`config.mk`:
```
export PLATFORM = sky130hd
export DESIGN_NAME = multiply_with_carry_random_range_flat
export DESIGN_NICKNAME = d
export VERILOG_FILES = /design/src/hw/rtl/mwcr_pkg.sv /design/src/hw/rtl/mwcr_if.sv /design/src/hw/rtl/mwcr_front.sv /design/src/hw/rtl/mwcr_queue.sv /design/src/hw/rtl/mwcr_back.sv /design/src/hw/rtl/multiply_with_carry_random_range.sv /design/src/flat_wrapper.sv
export VERILOG_INCLUDE_DIRS = /design/src /design/src/hw/rtl
export SDC_FILE = /design/constraint.sdc
export NUM_CORES = 2
export LEC_CHECK = 0
export BUFFER_PORTS_ARGS = -buffer_cell sky130_fd_sc_hd__buf_2
export CAP_MARGIN = 10
export CORE_AREA = 2 2 391 276
export CTS_BUF_LIST = sky130_fd_sc_hd__clkbuf_8
export CTS_CLUSTER_DIAMETER = 60
export DETAILED_ROUTE_END_ITERATION = 7
export DIE_AREA = 0 0 393 278
export SETUP_SLACK_MARGIN = 0.1
export SLEW_MARGIN = 0
export SYNTH_ARGS = -nofsm -noshare
export SYNTH_HDL_FRONTEND = slang
export SYNTH_SLANG_ARGS = --single-unit
```
`constraint.sdc`:
```
create_clock -name clk -period 6.9 [get_ports clk]
set_input_delay 1.035 -clock clk [delete_from_list [all_inputs] [get_ports clk]]
set_output_delay 1.035 -clock clk [all_outputs]
set_load 0.03 [all_outputs]
```
`src/hw/rtl/multiply_with_carry_random_range_macros.svh`:
```
`ifndef MULTIPLY_WITH_CARRY_RANDOM_RANGE_MACROS_SVH
`define MULTIPLY_WITH_CARRY_RANDOM_RANGE_MACROS_SVH

`ifndef ASSERT_OFF

// checked only while out of reset
`define MWCR_ASSERT_RST(label, clk, rst_n, prop) \
  label: assert property (@(posedge clk) disable iff (!rst_n) prop) \
    else $error("mwcr assertion failed");

// checked on every rising clock edge
`define MWCR_ASSERT_ALL(label, clk, prop) \
  label: assert property (@(posedge clk) prop) \
    else $error("mwcr assertion failed");

`else

`define MWCR_ASSERT_RST(label, clk, rst_n, prop)

`define MWCR_ASSERT_ALL(label, clk, prop)

`endif

`endif

```
`src/hw/rtl/mwcr_pkg.sv`:
```
package mwcr_pkg;

  localparam logic [31:0] RESET_X_WORD = 32'd521288629;
  localparam logic [31:0] RESET_Y_WORD = 32'd362436069;
  localparam logic [15:0] RESET_MULT_X = 16'd18000;
  localparam logic [15:0] RESET_MULT_Y = 16'd30903;

  localparam logic ACT_DRAW = 1'b0;
  localparam logic ACT_SEED = 1'b1;

  // remainder steps, one quotient bit each
  localparam int DIV_STEPS = 31;
  localparam int CNT_W     = $clog2(DIV_STEPS);

  typedef enum logic [1:0] {
    REG_MULT_X,
    REG_MULT_Y,
    REG_RANGE_LOW,
    REG_RANGE_HIGH
  } reg_idx_t;

  typedef enum logic [1:0] {
    K_SEED,
    K_ERR,
    K_NEG,
    K_DIV
  } item_kind_t;

  typedef struct packed {
    item_kind_t  kind;
    logic [31:0] raw;
    logic [30:0] dvd;
  } q_entry_t;

  typedef struct packed {
    logic full;
    logic empty;
  } q_status_t;

  typedef enum logic [1:0] {
    BK_IDLE,
    BK_DIV,
    BK_ADD,
    BK_OUT
  } bk_state_t;

  typedef struct packed {
    logic busy;
    logic dividing;
  } bk_status_t;

  function automatic logic [31:0] mwc_step(input logic [31:0] word, input logic [15:0] mult);
    logic [31:0] prod;
    prod = {16'b0, mult} * {16'b0, word[15:0]};
    return prod + {16'b0, word[31:16]};
  endfunction

endpackage

```
`src/hw/rtl/mwcr_if.sv`:
```
interface mwcr_in_if;
  logic        valid;
  logic        ready;
  logic        action;
  logic [31:0] seed_x;
  logic [31:0] seed_y;

  modport source (output valid, action, seed_x, seed_y, input ready);
  modport sink (input valid, action, seed_x, seed_y, output ready);
endinterface

interface mwcr_out_if;
  logic               valid;
  logic               ready;
  logic        [31:0] raw_value;
  logic signed [31:0] bounded_value;
  logic               range_error;

  modport source (output valid, raw_value, bounded_value, range_error, input ready);
  modport sink (input valid, raw_value, bounded_value, range_error, output ready);
endinterface

```
`src/hw/rtl/mwcr_front.sv`:
```
module mwcr_front import mwcr_pkg::*; (
  input  logic        clk,
  input  logic        rst_n,
  mwcr_in_if.sink     in_ch,
  input  logic [15:0] mult_x,
  input  logic [15:0] mult_y,
  input  logic [30:0] range_low,
  input  logic [30:0] range_high,
  input  q_status_t   q_st,
  output logic        q_push,
  output q_entry_t    q_wdata
);

  logic [31:0] x_word_r, x_word_nxt;
  logic [31:0] y_word_r, y_word_nxt;
  logic [31:0] x_step, y_step;
  logic [31:0] raw;
  logic        inverted;
  logic        acc;

  assign in_ch.ready = !q_st.full;
  assign acc         = in_ch.valid && in_ch.ready;
  assign q_push      = acc;

  assign x_step   = mwc_step(x_word_r, mult_x);
  assign y_step   = mwc_step(y_word_r, mult_y);
  assign raw      = {x_step[15:0], y_step[15:0]};
  assign inverted = $signed(range_high) < $signed(range_low);

  // classify the beat for the back end
  always_comb begin
    q_wdata.raw = raw;
    q_wdata.dvd = raw[31:1] - 31'd1;
    if (in_ch.action == ACT_SEED) begin
      q_wdata.kind = K_SEED;
      q_wdata.raw  = '0;
    end else if (inverted) begin
      q_wdata.kind = K_ERR;
    end else if (raw[31:1] == 31'd0) begin
      q_wdata.kind = K_NEG;
    end else begin
      q_wdata.kind = K_DIV;
    end
  end

  always_comb begin
    x_word_nxt = x_word_r;
    y_word_nxt = y_word_r;
    if (acc) begin
      if (in_ch.action == ACT_SEED) begin
        if (in_ch.seed_x != 32'd0) x_word_nxt = in_ch.seed_x;
        if (in_ch.seed_y != 32'd0) y_word_nxt = in_ch.seed_y;
      end else begin
        x_word_nxt = x_step;
        y_word_nxt = y_step;
      end
    end
  end

  always_ff @(posedge clk) begin
    if (!rst_n) begin
      x_word_r <= RESET_X_WORD;
      y_word_r <= RESET_Y_WORD;
    end else begin
      x_word_r <= x_word_nxt;
      y_word_r <= y_word_nxt;
    end
  end

endmodule

```
`src/hw/rtl/mwcr_queue.sv`:
```
module mwcr_queue import mwcr_pkg::*; (
  input  logic      clk,
  input  logic      rst_n,
  input  logic      push,
  input  q_entry_t  wdata,
  input  logic      pop,
  output q_entry_t  rdata,
  output q_status_t st
);

  q_entry_t   mem [2];
  logic       wr_ptr_r, wr_ptr_nxt;
  logic       rd_ptr_r, rd_ptr_nxt;
  logic [1:0] cnt_r, cnt_nxt;
  logic       do_push, do_pop;

  assign st.full  = cnt_r == 2'd2;
  assign st.empty = cnt_r == 2'd0;
  assign do_push  = push && !st.full;
  assign do_pop   = pop && !st.empty;
  assign rdata    = mem[rd_ptr_r];

  always_comb begin
    wr_ptr_nxt = do_push ? !wr_ptr_r : wr_ptr_r;
    rd_ptr_nxt = do_pop ? !rd_ptr_r : rd_ptr_r;
    cnt_nxt    = cnt_r;
    if (do_push && !do_pop) cnt_nxt = cnt_r + 2'd1;
    if (do_pop && !do_push) cnt_nxt = cnt_r - 2'd1;
  end

  always_ff @(posedge clk) begin
    if (do_push) mem[wr_ptr_r] <= wdata;
  end

  always_ff @(posedge clk) begin
    if (!rst_n) begin
      wr_ptr_r <= 1'b0;
      rd_ptr_r <= 1'b0;
      cnt_r    <= 2'd0;
    end else begin
      wr_ptr_r <= wr_ptr_nxt;
      rd_ptr_r <= rd_ptr_nxt;
      cnt_r    <= cnt_nxt;
    end
  end

endmodule

```
`src/hw/rtl/mwcr_back.sv`:
```
module mwcr_back import mwcr_pkg::*; (
  input  logic        clk,
  input  logic        rst_n,
  input  logic [30:0] range_low,
  input  logic [30:0] range_high,
  input  q_status_t   q_st,
  input  q_entry_t    q_rdata,
  output logic        q_pop,
  output bk_status_t  st,
  mwcr_out_if.source  out_ch
);

  bk_state_t          state_r, state_nxt;
  logic [31:0]        rem_r, rem_nxt;
  logic [30:0]        dvd_r, dvd_nxt;
  logic [CNT_W-1:0]   cnt_r, cnt_nxt;
  logic [31:0]        raw_r, raw_nxt;
  logic [31:0]        bnd_r, bnd_nxt;
  logic               err_r, err_nxt;
  logic [31:0]        lo_ext, hi_ext, span;
  logic [31:0]        trial, rem_step;

  assign lo_ext = {range_low[30], range_low};
  assign hi_ext = {range_high[30], range_high};
  assign span   = hi_ext - lo_ext + 32'd1;

  // one restoring remainder step
  assign trial    = {rem_r[30:0], dvd_r[30]};
  assign rem_step = (trial >= span) ? trial - span : trial;

  always_comb begin
    state_nxt = state_r;
    case (state_r)
      BK_IDLE: begin
        if (!q_st.empty) state_nxt = (q_rdata.kind == K_DIV) ? BK_DIV : BK_OUT;
      end
      BK_DIV: begin
        if (cnt_r == '0) state_nxt = BK_ADD;
      end
      BK_ADD: state_nxt = BK_OUT;
      BK_OUT: begin
        if (out_ch.ready) state_nxt = BK_IDLE;
      end
      default: state_nxt = BK_IDLE;
    endcase
  end

  always_comb begin
    q_pop       = (state_r == BK_IDLE) && !q_st.empty;
    out_ch.valid = state_r == BK_OUT;
    st.busy     = state_r != BK_IDLE;
    st.dividing = state_r == BK_DIV;
  end

  always_comb begin
    rem_nxt = rem_r;
    dvd_nxt = dvd_r;
    cnt_nxt = cnt_r;
    raw_nxt = raw_r;
    bnd_nxt = bnd_r;
    err_nxt = err_r;
    case (state_r)
      BK_IDLE: begin
        if (!q_st.empty) begin
          raw_nxt = q_rdata.raw;
          err_nxt = 1'b0;
          rem_nxt = '0;
          dvd_nxt = q_rdata.dvd;
          cnt_nxt = CNT_W'(DIV_STEPS - 1);
          case (q_rdata.kind)
            K_SEED: bnd_nxt = '0;
            K_ERR: begin
              bnd_nxt = lo_ext;
              err_nxt = 1'b1;
            end
            K_NEG: bnd_nxt = (span == 32'd1) ? lo_ext : lo_ext - 32'd1;
            default: bnd_nxt = '0;
          endcase
        end
      end
      BK_DIV: begin
        rem_nxt = rem_step;
        dvd_nxt = {dvd_r[29:0], 1'b0};
        cnt_nxt = cnt_r - CNT_W'(1);
      end
      BK_ADD: bnd_nxt = rem_r + lo_ext;
      default: ;
    endcase
  end

  assign out_ch.raw_value     = raw_r;
  assign out_ch.bounded_value = bnd_r;
  assign out_ch.range_error   = err_r;

  always_ff @(posedge clk) begin
    if (!rst_n) begin
      state_r <= BK_IDLE;
    end else begin
      state_r <= state_nxt;
    end
  end

  always_ff @(posedge clk) begin
    rem_r <= rem_nxt;
    dvd_r <= dvd_nxt;
    cnt_r <= cnt_nxt;
    raw_r <= raw_nxt;
    bnd_r <= bnd_nxt;
    err_r <= err_nxt;
  end

endmodule

```
`src/hw/rtl/multiply_with_carry_random_range.sv`:
```
// channel  | dir | handshake        | payload
// in_ch    | in  | valid/ready      | action, seed_x, seed_y
// out_ch   | out | valid/ready      | raw_value, bounded_value, range_error
// apb      | in  | psel/penable     | paddr, pwdata, prdata
//
// a draw beat runs the 31-step remainder loop in the back end, then adds the range low
// seed beats, inverted ranges and raw values below 2 skip the loop and go straight to output
// the front takes a beat per cycle while the 2-entry queue has room
// synchronous reset restores multipliers, range and generator words
// a stalled result holds its register; the front keeps filling the queue
`include "multiply_with_carry_random_range_macros.svh"

module multiply_with_carry_random_range import mwcr_pkg::*; (
  input  logic        clk,
  input  logic        rst_n,
  mwcr_in_if.sink     in_ch,
  mwcr_out_if.source  out_ch,
  input  logic        psel,
  input  logic        penable,
  input  logic        pwrite,
  input  logic [3:0]  paddr,
  input  logic [31:0] pwdata,
  output logic [31:0] prdata,
  output logic        pready
);

  logic [15:0] mult_x_r, mult_x_nxt;
  logic [15:0] mult_y_r, mult_y_nxt;
  logic [30:0] range_low_r, range_low_nxt;
  logic [30:0] range_high_r, range_high_nxt;
  reg_idx_t    reg_idx;
  logic        cfg_wr;

  q_status_t   q_st;
  q_entry_t    q_wdata, q_rdata;
  logic        q_push, q_pop;
  bk_status_t  bk_st;

  assign pready  = 1'b1;
  assign reg_idx = reg_idx_t'(paddr[3:2]);
  assign cfg_wr  = psel && penable && pwrite && pready;

  always_comb begin
    mult_x_nxt     = mult_x_r;
    mult_y_nxt     = mult_y_r;
    range_low_nxt  = range_low_r;
    range_high_nxt = range_high_r;
    if (cfg_wr) begin
      case (reg_idx)
        REG_MULT_X:     mult_x_nxt     = pwdata[15:0];
        REG_MULT_Y:     mult_y_nxt     = pwdata[15:0];
        REG_RANGE_LOW:  range_low_nxt  = pwdata[30:0];
        REG_RANGE_HIGH: range_high_nxt = pwdata[30:0];
        default: ;
      endcase
    end
  end

  always_comb begin
    case (reg_idx)
      REG_MULT_X:     prdata = {16'b0, mult_x_r};
      REG_MULT_Y:     prdata = {16'b0, mult_y_r};
      REG_RANGE_LOW:  prdata = {1'b0, range_low_r};
      REG_RANGE_HIGH: prdata = {1'b0, range_high_r};
      default:        prdata = '0;
    endcase
  end

  always_ff @(posedge clk) begin
    if (!rst_n) begin
      mult_x_r     <= RESET_MULT_X;
      mult_y_r     <= RESET_MULT_Y;
      range_low_r  <= '0;
      range_high_r <= '0;
    end else begin
      mult_x_r     <= mult_x_nxt;
      mult_y_r     <= mult_y_nxt;
      range_low_r  <= range_low_nxt;
      range_high_r <= range_high_nxt;
    end
  end

  mwcr_front u_front (
    .clk        (clk),
    .rst_n      (rst_n),
    .in_ch      (in_ch),
    .mult_x     (mult_x_r),
    .mult_y     (mult_y_r),
    .range_low  (range_low_r),
    .range_high (range_high_r),
    .q_st       (q_st),
    .q_push     (q_push),
    .q_wdata    (q_wdata)
  );

  mwcr_queue u_queue (
    .clk   (clk),
    .rst_n (rst_n),
    .push  (q_push),
    .wdata (q_wdata),
    .pop   (q_pop),
    .rdata (q_rdata),
    .st    (q_st)
  );

  mwcr_back u_back (
    .clk        (clk),
    .rst_n      (rst_n),
    .range_low  (range_low_r),
    .range_high (range_high_r),
    .q_st       (q_st),
    .q_rdata    (q_rdata),
    .q_pop      (q_pop),
    .st         (bk_st),
    .out_ch     (out_ch)
  );

  `MWCR_ASSERT_ALL(a_no_push_when_full, clk, !(q_push && q_st.full))
  `MWCR_ASSERT_RST(a_beat_reaches_queue, clk, rst_n, q_push |=> !q_st.empty)
  `MWCR_ASSERT_RST(a_no_result_while_dividing, clk, rst_n, !(bk_st.dividing && out_ch.valid))
  `MWCR_ASSERT_RST(a_pop_only_when_idle, clk, rst_n, q_pop |-> !bk_st.busy)

endmodule

```
`src/flat_wrapper.sv`:
```
// flat-port wrapper written by rule: the top's interface ports become plain ports
module multiply_with_carry_random_range_flat import mwcr_pkg::*;
  (clk, rst_n, psel, penable, pwrite, paddr, pwdata, prdata, pready, in_ch_valid, in_ch_action, in_ch_seed_x, in_ch_seed_y, in_ch_ready, out_ch_valid, out_ch_raw_value, out_ch_bounded_value, out_ch_range_error, out_ch_ready);
  mwcr_in_if in_ch_i ();
  mwcr_out_if out_ch_i ();
  input  logic clk;
  input  logic rst_n;
  input  logic psel;
  input  logic penable;
  input  logic pwrite;
  input  logic [3:0] paddr;
  input  logic [31:0] pwdata;
  output logic [31:0] prdata;
  output logic pready;
  input wire logic [$bits(in_ch_i.valid)-1:0] in_ch_valid;
  input wire logic [$bits(in_ch_i.action)-1:0] in_ch_action;
  input wire logic [$bits(in_ch_i.seed_x)-1:0] in_ch_seed_x;
  input wire logic [$bits(in_ch_i.seed_y)-1:0] in_ch_seed_y;
  output wire logic [$bits(in_ch_i.ready)-1:0] in_ch_ready;
  output wire logic [$bits(out_ch_i.valid)-1:0] out_ch_valid;
  output wire logic [$bits(out_ch_i.raw_value)-1:0] out_ch_raw_value;
  output wire logic [$bits(out_ch_i.bounded_value)-1:0] out_ch_bounded_value;
  output wire logic [$bits(out_ch_i.range_error)-1:0] out_ch_range_error;
  input wire logic [$bits(out_ch_i.ready)-1:0] out_ch_ready;
  assign in_ch_i.valid = in_ch_valid;
  assign in_ch_i.action = in_ch_action;
  assign in_ch_i.seed_x = in_ch_seed_x;
  assign in_ch_i.seed_y = in_ch_seed_y;
  assign in_ch_ready = in_ch_i.ready;
  assign out_ch_valid = out_ch_i.valid;
  assign out_ch_raw_value = out_ch_i.raw_value;
  assign out_ch_bounded_value = out_ch_i.bounded_value;
  assign out_ch_range_error = out_ch_i.range_error;
  assign out_ch_i.ready = out_ch_ready;
  multiply_with_carry_random_range u_core (.clk(clk), .rst_n(rst_n), .in_ch(in_ch_i), .out_ch(out_ch_i), .psel(psel), .penable(penable), .pwrite(pwrite), .paddr(paddr), .pwdata(pwdata), .prdata(prdata), .pready(pready));
endmodule
```
==> results.ini <==
[sta]
fin_crit_ns=6.49
worstMarginPinSlew_ns=1.16
rsz0062_at_grt=true
fmax_mhz=154
drv_slew=0
setup_viol=0
fin_setup_tns_ns=0
relSlewSlack_pct=22.6
fin_worst_skew_ns=0.0323
finalHoldViolCount=0
fin_crit_sh_pct=94.1

[setup_path]
crit_type=reg -> reg
slowest_stage=fa_1
path_cells=buf_4, nand2_1, fa_1, fa_1, inv_1, ha_1, ha_1, inv_1, fa_1, fa_1, inv_1, ha_1, nand2_1, or3b_2, nand3_1, a31oi_1, o21a_1, a21boi_0, or2_2, xor2_1, nor4b_2, buf_4, and3_1, xnor2_1
cp_max_fo=11
crit_buf_inv=5
crit_family=adder cells
required_ns=7.31
end_kind=flip-flop
cp-start-kind=flip-flop
worstPathArrival_ns=6.90
slowest_delay_ns=0.56
cp_common_cell=fa_1

[global_route]
grt_pass1_wl_um=190000
grt_start_max_net_pins=73
grt_pass1_vias=32300
grt_usage_pct=22.4
antenna_found_initial=2
grt-ovfl-total=0

[place]
io_buffers=202
dp_hpwl_um=96800
placed_cell_area_um2=45300
place.gp.congestion=0.964

[floorplanning]
chipHeight_um=278
ioPinCount=208
floorplan.die_area_um2=109000
rows=100
fp.coreArea_um2=106000
initial_core_util_pct=39.7
die_w_um=393

[job]
drv_cap=0

[logic_synthesis]
yosys_warnings=0
syn-num-nets=5428
async_flop_share_pct=0
synth_seq_area_share_pct=26.7
syn_area_um2=42000
synth_ff_type=edfxtp_1
synth.distinct_cells=79
syn_avg_cell_area_um2=9.26
synth-edff-count=263
ys_ff_latch=428
synth_cells=4533

[clock_tree]
cts_setup_buffers=0
clk_path_buf_depth=3
clk_latency_ns=0.69
h-tree-depth=3
numCtsBuffers=82
cts.clk_slew.worst_paths_ns=0.06
cts_tree=yes
ctsHoldBuffers=0
cts-root-buf=clkbuf_8
cts.sinks=428

[layout]
drive_above_1_share_pct=12.8
layout_common_cells=694 x nand2_1, 680 x inv_1, 436 x fa_1
final_util_pct=44.6
final_common_cell=nand2_1
finalNetCount=5665
fillers=10300
areaGrowthSynthToFinish_pct=12.3
final_area_um2=47100

[detailed_routing]
drt-met1-wl_um=57100
routedWlPerCell_um=19.3
ant_nets=0
via_per_inst=5.22
drt_iter0_drc=2562
routed_wl_um=121000
top_layer_used=met4
num_vias=32700
first_pass_iters=5
wl_met3_um=8120
drcViolationCount=0
wl_met2_um=53400

[run_status]
status=finished clean

[min_path]
min_path_type=reg -> reg

[area by class of cell]
class	instances	area (um2)	share of cell area, %
sequential	428	11300	23.9
inverter	657	2470	5.23
timing repair buffer	366	2310	4.90
tap	1428	1790	3.79
multi-input combinational	3235	27600	58.7
clock inverter	57	399	0.847
antenna	1	2.50	0.00531
clock buffer	92	1270	2.69
[kinds of logic (layout without fill, tap and decap cells)]
logic type / Yosys count / after routing / share of synthesized area (%)
AO/OA/AOI/OAI: 713 / 713 / 11.1
XOR/XNOR: 165 / 165 / 3.44
adder cells (fa/ha/maj): 787 / 787 / 31.3
buffers and inverters: 870 / 1172 / 7.84
flip-flops: 428 / 428 / 26.7
multiplexers: 114 / 114 / 3.30
other: 2 / 3 / 0.0179
AND/OR/NAND/NOR: 1454 / 1454 / 16.3
[stage by stage]
| step | setup WS [ns] | cells | hold WS, ns |
|---|---|---|---|
| 2_1_floorplan | 0.306 | 4533 | 0.445 |
| 3_3_place_gp | 0.0770 | 6114 | 0.463 |
| 3_5_place_dp | 0.157 | 6114 | 0.479 |
| 4_1_cts | 0.122 | 6263 | 0.490 |
| 5_1_grt | 0.0729 | 6264 | 0.512 |
| 6_report | 0.407 | 6264 | 0.490 |
[worst register-to-register path: cells and delay by family (launching register included)]
kind                       cells  cell delay, ns
and+or+nand+nor                7            1.16
buffers and inverters          5            0.55
DFF                            1            0.51
AOI/OAI and AO/OA              3            0.58
xor gates and xnor gates       2            0.60
adders and majority gates      7            2.85
[worst paths after layout]
path	startpoint	slack, ns	depth (start not counted)	end
max	u_core.u_front.y_word_r[1]$_SDFFE_PN0P_	0.41	24	u_core.u_queue.mem[0][30]$_DFFE_PP_
min	u_core.range_high_r[7]$_SDFFE_PN0P_	0.49	2	u_core.range_high_r[7]$_SDFFE_PN0P_
max reg2reg	u_core.u_front.y_word_r[1]$_SDFFE_PN0P_	0.41	24	u_core.u_queue.mem[0][30]$_DFFE_PP_
min reg2reg	u_core.range_high_r[7]$_SDFFE_PN0P_	0.49	2	u_core.range_high_r[7]$_SDFFE_PN0P_
[synth_stat cells, types with 41 or more instances]
cell / count / share of area, %
nor3_1: 41 / 0.49
fa_1: 437 / 21
xor2_1: 66 / 1.4
a21o_1: 56 / 1.0
xnor2_1: 99 / 2.1
o21ai_0: 149 / 1.8
ha_1: 350 / 10
a21boi_0: 84 / 1.5
a211oi_1: 44 / 0.79
and2_1: 202 / 3.0
dfxtp_1: 165 / 7.9
inv_1: 657 / 5.9
edfxtp_1: 263 / 19
mux2i_1: 65 / 1.6
clkbuf_1: 191 / 1.7
nor2b_1: 62 / 0.92
nor2_1: 184 / 1.6
nand2_1: 695 / 6.2
nand3_1: 83 / 0.99
a21oi_1: 172 / 2.1
[routing by layer]
layer,vias up,GRT usage (%)
li1,15400,-
met1,16200,33.3
met2,1011,34.2
met3,126,3.54
met4,0,4.73
met5,-,0
[state kept, by name, indices dropped and copies added, names as in the netlist, named ones only]
signal                              count
u_core.range_high_r                    31
u_core.u_back.state_r                   2
u_core.u_back.rem_r                    32
u_core.u_queue.rd_ptr_r                 1
u_core.u_queue.mem                    130
u_core.u_queue.cnt_r                    2
u_core.u_back.out_ch.range_error        1
u_core.u_back.out_ch.bounded_value     32
u_core.u_front.x_word_r                32
u_core.range_low_r                     31
u_core.mult_x_r                        16
u_core.u_back.cnt_r                     5
u_core.u_front.y_word_r                32
u_core.u_back.dvd_r                    31
u_core.u_queue.wr_ptr_r                 1
u_core.mult_y_r                        16
u_core.u_back.out_ch.raw_value         32
[what timing repair did]
item | in CTS | in global routing
pin swaps | 0 | 6
gates cloned | 0 | 0
gates resized for setup | 2 | 58
endpoints found under the setup margin | 1 | 55
Power is not shown: default switching activity piles up to over one toggle a cycle in this logic, so the estimate is an artifact.
